===== src/sv/q24_pkg.sv =====
// Shared types, command codes and defaults for the Q24.8 fixed-point ALU.
// No dependencies; every other file imports this package.
package q24_pkg;

    localparam int FIELD_BITS    = 32;
    localparam int CMD_BITS      = 4;
    localparam int FRAC_BITS_DEF = 8;
    localparam int WORD_BITS_DEF = 32;

    localparam logic [CMD_BITS-1:0] CMD_ADD      = 4'd0;
    localparam logic [CMD_BITS-1:0] CMD_SUB      = 4'd1;
    localparam logic [CMD_BITS-1:0] CMD_MUL      = 4'd2;
    localparam logic [CMD_BITS-1:0] CMD_DIV      = 4'd3;
    localparam logic [CMD_BITS-1:0] CMD_INC      = 4'd4;
    localparam logic [CMD_BITS-1:0] CMD_DEC      = 4'd5;
    localparam logic [CMD_BITS-1:0] CMD_GT       = 4'd6;
    localparam logic [CMD_BITS-1:0] CMD_LT       = 4'd7;
    localparam logic [CMD_BITS-1:0] CMD_LE       = 4'd8;
    localparam logic [CMD_BITS-1:0] CMD_GE       = 4'd9;
    localparam logic [CMD_BITS-1:0] CMD_NE       = 4'd10;
    localparam logic [CMD_BITS-1:0] CMD_EQ       = 4'd11;
    localparam logic [CMD_BITS-1:0] CMD_MIN      = 4'd12;
    localparam logic [CMD_BITS-1:0] CMD_MAX      = 4'd13;
    localparam logic [CMD_BITS-1:0] CMD_FROM_INT = 4'd14;
    localparam logic [CMD_BITS-1:0] CMD_TO_INT   = 4'd15;

    typedef struct packed {
        logic [CMD_BITS-1:0]          command;
        logic signed [FIELD_BITS-1:0] operand_a;
        logic signed [FIELD_BITS-1:0] operand_b;
    } in_t;

    typedef struct packed {
        logic signed [FIELD_BITS-1:0] result;
        logic                         compare_true;
        logic                         overflow;
        logic                         divide_by_zero;
    } out_t;

    // Everything that rides alongside the divider.
    typedef struct packed {
        logic                         is_div;
        logic signed [FIELD_BITS-1:0] result;
        logic                         cmp;
        logic                         ovf;
        logic                         dz;
    } side_t;

endpackage


===== src/sv/q24_front.sv =====
// Front end of the ALU: input register, simple ops and product, multiply rounding.
// Depends on q24_pkg; feeds q24_div_pipe.
module q24_front #(
    parameter int FRAC_BITS = q24_pkg::FRAC_BITS_DEF,
    parameter int WORD_BITS = q24_pkg::WORD_BITS_DEF
) (
    input  logic                    aclk,
    input  logic                    aresetn,
    input  logic                    en,
    input  logic                    in_valid,
    input  q24_pkg::in_t            in_data,
    output logic                    out_valid,
    output q24_pkg::side_t          out_side,
    output logic [((WORD_BITS < 32) ? WORD_BITS : 32) + FRAC_BITS:0] out_num,
    output logic [((WORD_BITS < 32) ? WORD_BITS : 32)-1:0]             out_den,
    output logic                    out_neg
);
    import q24_pkg::*;

    localparam int W  = (WORD_BITS < 32) ? WORD_BITS : 32;
    localparam int NW = W + FRAC_BITS + 1;
    localparam int SW = W + FRAC_BITS;
    localparam int PW = 2 * W;

    // stage 1
    logic                    v1_reg;
    logic [CMD_BITS-1:0]     cmd1_reg;
    logic signed [W-1:0]     a1_reg;
    logic signed [W-1:0]     b1_reg;

    // stage 2
    logic                    v2_reg;
    logic [CMD_BITS-1:0]     cmd2_reg;
    logic signed [W-1:0]     r2_reg;
    logic                    cmp2_reg;
    logic                    ovf2_reg;
    logic signed [PW-1:0]    prod2_reg;
    logic [NW-1:0]           num2_reg;
    logic [W-1:0]            den2_reg;
    logic                    neg2_reg;
    logic                    dz2_reg;

    // stage 3
    logic                    v3_reg;
    side_t                   side3_reg;
    logic [NW-1:0]           num3_reg;
    logic [W-1:0]            den3_reg;
    logic                    neg3_reg;

    logic signed [W:0]       a_ext;
    logic signed [W:0]       b_ext;
    logic signed [W:0]       wide;
    logic                    use_wide;
    logic signed [W-1:0]     r2_next;
    logic                    cmp2_next;
    logic                    ovf2_next;
    logic [W-1:0]            mag_a;
    logic [W-1:0]            mag_b;
    logic [SW-1:0]           shifted;
    logic [SW-1:0]           sh_lim;
    logic [W-1:0]            to_int_mag;

    logic [PW-1:0]           mag_p;
    logic [PW-1:0]           m_rnd;
    logic [PW-1:0]           m_lim;
    logic                    p_neg;
    logic signed [W-1:0]     r3;
    logic                    ovf3;

    always_comb begin
        a_ext      = {a1_reg[W-1], a1_reg};
        b_ext      = {b1_reg[W-1], b1_reg};
        mag_a      = a1_reg[W-1] ? W'(-a1_reg) : W'(a1_reg);
        mag_b      = b1_reg[W-1] ? W'(-b1_reg) : W'(b1_reg);
        shifted    = SW'(mag_a) << FRAC_BITS;
        sh_lim     = a1_reg[W-1] ? (SW'(1) << (W-1)) : ((SW'(1) << (W-1)) - SW'(1));
        to_int_mag = mag_a >> FRAC_BITS;
        wide       = '0;
        use_wide   = 1'b0;
        r2_next    = '0;
        cmp2_next  = 1'b0;
        ovf2_next  = 1'b0;
        unique case (cmd1_reg)
            CMD_ADD: begin
                wide = a_ext + b_ext; use_wide = 1'b1;
            end
            CMD_SUB: begin
                wide = a_ext - b_ext; use_wide = 1'b1;
            end
            CMD_INC: begin
                wide = a_ext + (W+1)'(1); use_wide = 1'b1;
            end
            CMD_DEC: begin
                wide = a_ext - (W+1)'(1); use_wide = 1'b1;
            end
            CMD_GT:  cmp2_next = a1_reg >  b1_reg;
            CMD_LT:  cmp2_next = a1_reg <  b1_reg;
            CMD_LE:  cmp2_next = a1_reg <= b1_reg;
            CMD_GE:  cmp2_next = a1_reg >= b1_reg;
            CMD_NE:  cmp2_next = a1_reg != b1_reg;
            CMD_EQ:  cmp2_next = a1_reg == b1_reg;
            CMD_MIN: r2_next = (a1_reg < b1_reg) ? a1_reg : b1_reg;
            CMD_MAX: r2_next = (a1_reg > b1_reg) ? a1_reg : b1_reg;
            CMD_FROM_INT: begin
                if (shifted > sh_lim) begin
                    ovf2_next = 1'b1;
                    r2_next   = a1_reg[W-1] ? signed'({1'b1, {(W-1){1'b0}}})
                                            : signed'({1'b0, {(W-1){1'b1}}});
                end else begin
                    r2_next = a1_reg[W-1] ? signed'(W'(-shifted[W-1:0]))
                                          : signed'(shifted[W-1:0]);
                end
            end
            CMD_TO_INT: begin
                r2_next = a1_reg[W-1] ? signed'(W'(-to_int_mag)) : signed'(to_int_mag);
            end
            CMD_MUL: r2_next = '0;
            CMD_DIV: r2_next = '0;
        endcase
        // saturate the one-bit-grown sum
        if (use_wide) begin
            if (wide[W] != wide[W-1]) begin
                ovf2_next = 1'b1;
                r2_next   = wide[W] ? signed'({1'b1, {(W-1){1'b0}}})
                                    : signed'({1'b0, {(W-1){1'b1}}});
            end else begin
                r2_next = wide[W-1:0];
            end
        end
    end

    always_comb begin
        p_neg = prod2_reg[PW-1];
        mag_p = p_neg ? PW'(-prod2_reg) : PW'(prod2_reg);
        m_rnd = (mag_p + (PW'(1) << (FRAC_BITS-1))) >> FRAC_BITS;
        m_lim = p_neg ? (PW'(1) << (W-1)) : ((PW'(1) << (W-1)) - PW'(1));
        ovf3  = 1'b0;
        if (m_rnd > m_lim) begin
            ovf3 = 1'b1;
            r3   = p_neg ? signed'({1'b1, {(W-1){1'b0}}}) : signed'({1'b0, {(W-1){1'b1}}});
        end else begin
            r3 = p_neg ? signed'(W'(-m_rnd[W-1:0])) : signed'(m_rnd[W-1:0]);
        end
    end

    always_ff @(posedge aclk) begin
        if (!aresetn) begin
            v1_reg <= 1'b0;
            v2_reg <= 1'b0;
            v3_reg <= 1'b0;
        end else if (en) begin
            v1_reg <= in_valid;
            v2_reg <= v1_reg;
            v3_reg <= v2_reg;
        end
    end

    always_ff @(posedge aclk) begin
        if (en) begin
            cmd1_reg  <= in_data.command;
            a1_reg    <= in_data.operand_a[W-1:0];
            b1_reg    <= in_data.operand_b[W-1:0];

            cmd2_reg  <= cmd1_reg;
            r2_reg    <= r2_next;
            cmp2_reg  <= cmp2_next;
            ovf2_reg  <= ovf2_next;
            prod2_reg <= PW'(a1_reg) * PW'(b1_reg);
            num2_reg  <= NW'({mag_a, {FRAC_BITS{1'b0}}}) + NW'(mag_b >> 1);
            den2_reg  <= mag_b;
            neg2_reg  <= a1_reg[W-1] != b1_reg[W-1];
            dz2_reg   <= (cmd1_reg == CMD_DIV) && (b1_reg == '0);

            side3_reg.is_div <= cmd2_reg == CMD_DIV;
            side3_reg.result <= FIELD_BITS'((cmd2_reg == CMD_MUL) ? r3 : r2_reg);
            side3_reg.cmp    <= cmp2_reg;
            side3_reg.ovf    <= (cmd2_reg == CMD_MUL) ? ovf3 : ovf2_reg;
            side3_reg.dz     <= dz2_reg;
            num3_reg         <= num2_reg;
            den3_reg         <= den2_reg;
            neg3_reg         <= neg2_reg;
        end
    end

    assign out_valid = v3_reg;
    assign out_side  = side3_reg;
    assign out_num   = num3_reg;
    assign out_den   = den3_reg;
    assign out_neg   = neg3_reg;

endmodule


===== config.mk =====
export PLATFORM = sky130hd
export DESIGN_NAME = q24_front
export DESIGN_NICKNAME = d
export VERILOG_FILES = /design/src/sv/q24_pkg.sv /design/src/sv/q24_front.sv
export SDC_FILE = /design/constraint.sdc
export NUM_CORES = 2
export LEC_CHECK = 0
export ABC_CLOCK_PERIOD_IN_PS = 11000
export BUFFER_PORTS_ARGS = -buffer_cell sky130_fd_sc_hd__buf_2
export CAP_MARGIN = 20
export CORE_ASPECT_RATIO = 0.6
export CORE_MARGIN = 4
export CORE_UTILIZATION = 25
export CTS_CLUSTER_SIZE = 20
export DETAILED_ROUTE_END_ITERATION = 12
export PLACE_DENSITY = 0.47
export SETUP_SLACK_MARGIN = 0.02
export SYNTH_ARGS = -nofsm -noshare
export SYNTH_HDL_FRONTEND = slang
export SYNTH_SLANG_ARGS = --single-unit

===== constraint.sdc =====
create_clock -name aclk -period 11 [get_ports aclk]
set_input_delay 0 -clock aclk [delete_from_list [all_inputs] [get_ports aclk]]
set_output_delay 0 -clock aclk [all_outputs]
set_load 0.01 [all_outputs]

==> impl_metrics.ini <==
[outcome]
outcome = complete, no violations

[finish]
finalNetCount = 8530
drive_gt1_frac = 0.0798
largest_reg_flops = 64
area_growth_pct = 11.7

[yosys]
synth-seq-cells = 342
ys_top_cells_by_count = 1184 x inv_1, 1085 x fa_1, 735 x nand2_1
yosysTopAreaCellShare = 0.343
synth_fp_nets = 8449
synth_cells = 6949
synth_ff_type = edfxtp_1
yosysMostFrequentCell = inv_1
synth_edf_count = 339
synthArstFlopShare = 0
synth_area_leaders = fa_1 34%, edfxtp_1 16%, inv_1 7.0%
yosysTopAreaCell = fa_1
avgSynthCellArea_um2 = 9.12
ys_seq_area_frac = 0.162
yosys_warnings = 0
syn_area_um2 = 63400
ys_types = 107

[clocking]
cts_made_buffers = 45
cts_root_buffer = clkbuf_16
cts_sinks = 342
path_clk_slew_ns = 0.07
htree_levels = 2
clk_latency_ns = 0.68
tritoncts = done
cts_max_path_buffers = 3
post_cts_buffers = 0

[grt]
grtUsageTotal = 0.204
grt_pass1_wl_um = 391000
overflow = 0
first_global_vias = 52500
antenna_found_initial = 17
grt_max_degree = 130

[sta]
period_share = 0.934
fin_crit_ns = 10.28
tightest_slew_ns = 1.23
finalSetupViolCount = 0
finalHoldViolations = 0
fmax_mhz = 97.3
skew_ns = 0.0479
drv_slew = 0
tns_ns = 0
slew_headroom = 0.171
rsz0062_at_grt = no

[drt]
met3_length_um = 34300
wl_met2_um = 99300
dr_total_vias = 52400
wl_per_cell_um = 25.8
drt-vias-per-instance = 5.01
wl_met1_um = 131000
firstDrtPassIters = 6
drt_iter0_drc = 5865
ant_nets = 0
drc = 0
wl_um = 270000
highest_layer = met5

[setup_path]
crit_type = flop to flop
critPathMaxFanout = 16
slowest_delay_ns = 1.04
r2r_cells = 30
cpMostUsedCell = fa_1
critPathRequiredTime_ns = 11.39
ff2ff_setup_slack_ns = 0.72
reg2reg_from = a1_reg[16]
arrival_ns = 10.67
worstSetupEndpointType = flop
start_kind = flop
crit_path_start = a1_reg[16]
r2r-end = prod2_reg[57]
cp_slowest_cell = edfxtp_1

[die]
fp.dieW_um = 658
io_pins = 183
chipHeight_um = 398
core-area_um2 = 251000
initial_core_util = 0.253
die_area_um2 = 262000
row_count = 142

[worst_hold_path]
holdPathEnd = b1_reg[9]
hold_path_depth = 2
hold_start = in_data[9]
hold_path.class = input port to flop

[placement]
globalplace.congestion = 0.956
hpwlAfterDp_um = 221000
port-buffer-count = 182

[job]
cap_viol_max_count = 0
==> final cells by class <==
class	count	area (µm²)
sequential	342	10200
inverter	1199	4500
timing repair buffer	453	3210
multi-input combinational	4989	47100
clock buffer	48	1140
fill	26800	180000
tap	3384	4230
clock inverter	33	360
antenna	9	22.5
==> cell families (layout without fill, tap and decap cells) <==
family          Yosys count  after routing  synth area share
compound gates          963            963             0.103
fa+ha+maj              1428           1428             0.410
xor+xnor                365            365            0.0506
other cells               1             10         0.0000592
flops                   342            342             0.162
buf+inv                1618           1733            0.0971
simple gates           2150           2150             0.164
mux                      82             82            0.0134
==> through the flow <==
stage                     utilization  hold WS, ns  cells  instance area [µm²]  setup WS (ns)
final                           0.282       0.0540  10500                70800          0.722
after CTS                       0.282       0.0101  10400                70700          0.907
after detailed placement        0.273        0.179  10300                68500          0.957
after global placement          0.273        0.179  10300                68400          0.954
after global routing            0.282       0.0327  10400                70700          0.456
after floorplan                     -       0.0989   6949                63400           1.36
==> critical path, delay by kind of cell, from the launching register on <==
family	cells	cell delay (ns)
DFF	1	1.04
buffers and inverters	7	0.39
xor gates and xnor gates	1	0.08
adders and majority gates	9	4.47
AOI/OAI and AO/OA	10	3.25
and+or+nand+nor	3	0.75
==> metal layers <==
metal / global-route usage / up-vias
met4: 0.0385 / 4
li1: - / 22500
met2: 0.262 / 2658
met5: 0 / -
met1: 0.320 / 27000
met3: 0.0721 / 218
==> worst max-delay path by stage <==
stage,end,depth (start not counted)
floorplan,prod2_reg[62],35
CTS,prod2_reg[57],30
global route,prod2_reg[57],30
detailed placement,prod2_reg[57],30
global placement,prod2_reg[57],30
finish,prod2_reg[57],30
==> placed cells by master (no fill, tap or decap), drive strengths merged, types with 17 or more instances in the layout <==
cell type	n
dlygate4sd3	71
a221oi	32
clkbuf	49
nor3	110
a31oi	34
nor2b	41
xor2	98
o31ai	35
buf	381
and3	30
or3	41
o21ai	183
a211o	17
clkinv	28
mux2i	61
nand2	735
o221ai	29
o21a	30
or2	31
ha	343
o22ai	24
a21o	89
o211ai	22
and2	309
nand3	102
a21oi	240
nor2	496
nor4	47
nand4	71
fa	1085
edfxtp	339
mux2	21
a211oi	55
xnor2	267
inv	1196
or4	26
nand2b	49
==> repair_timing <==
item / in CTS / in global routing
hold endpoints to repair: 146 / 0
hold buffers: 71 / 0
gates resized for setup: 0 / 0
Power is not shown: default switching activity piles up to over one toggle a cycle in this logic, so the estimate is an artifact.
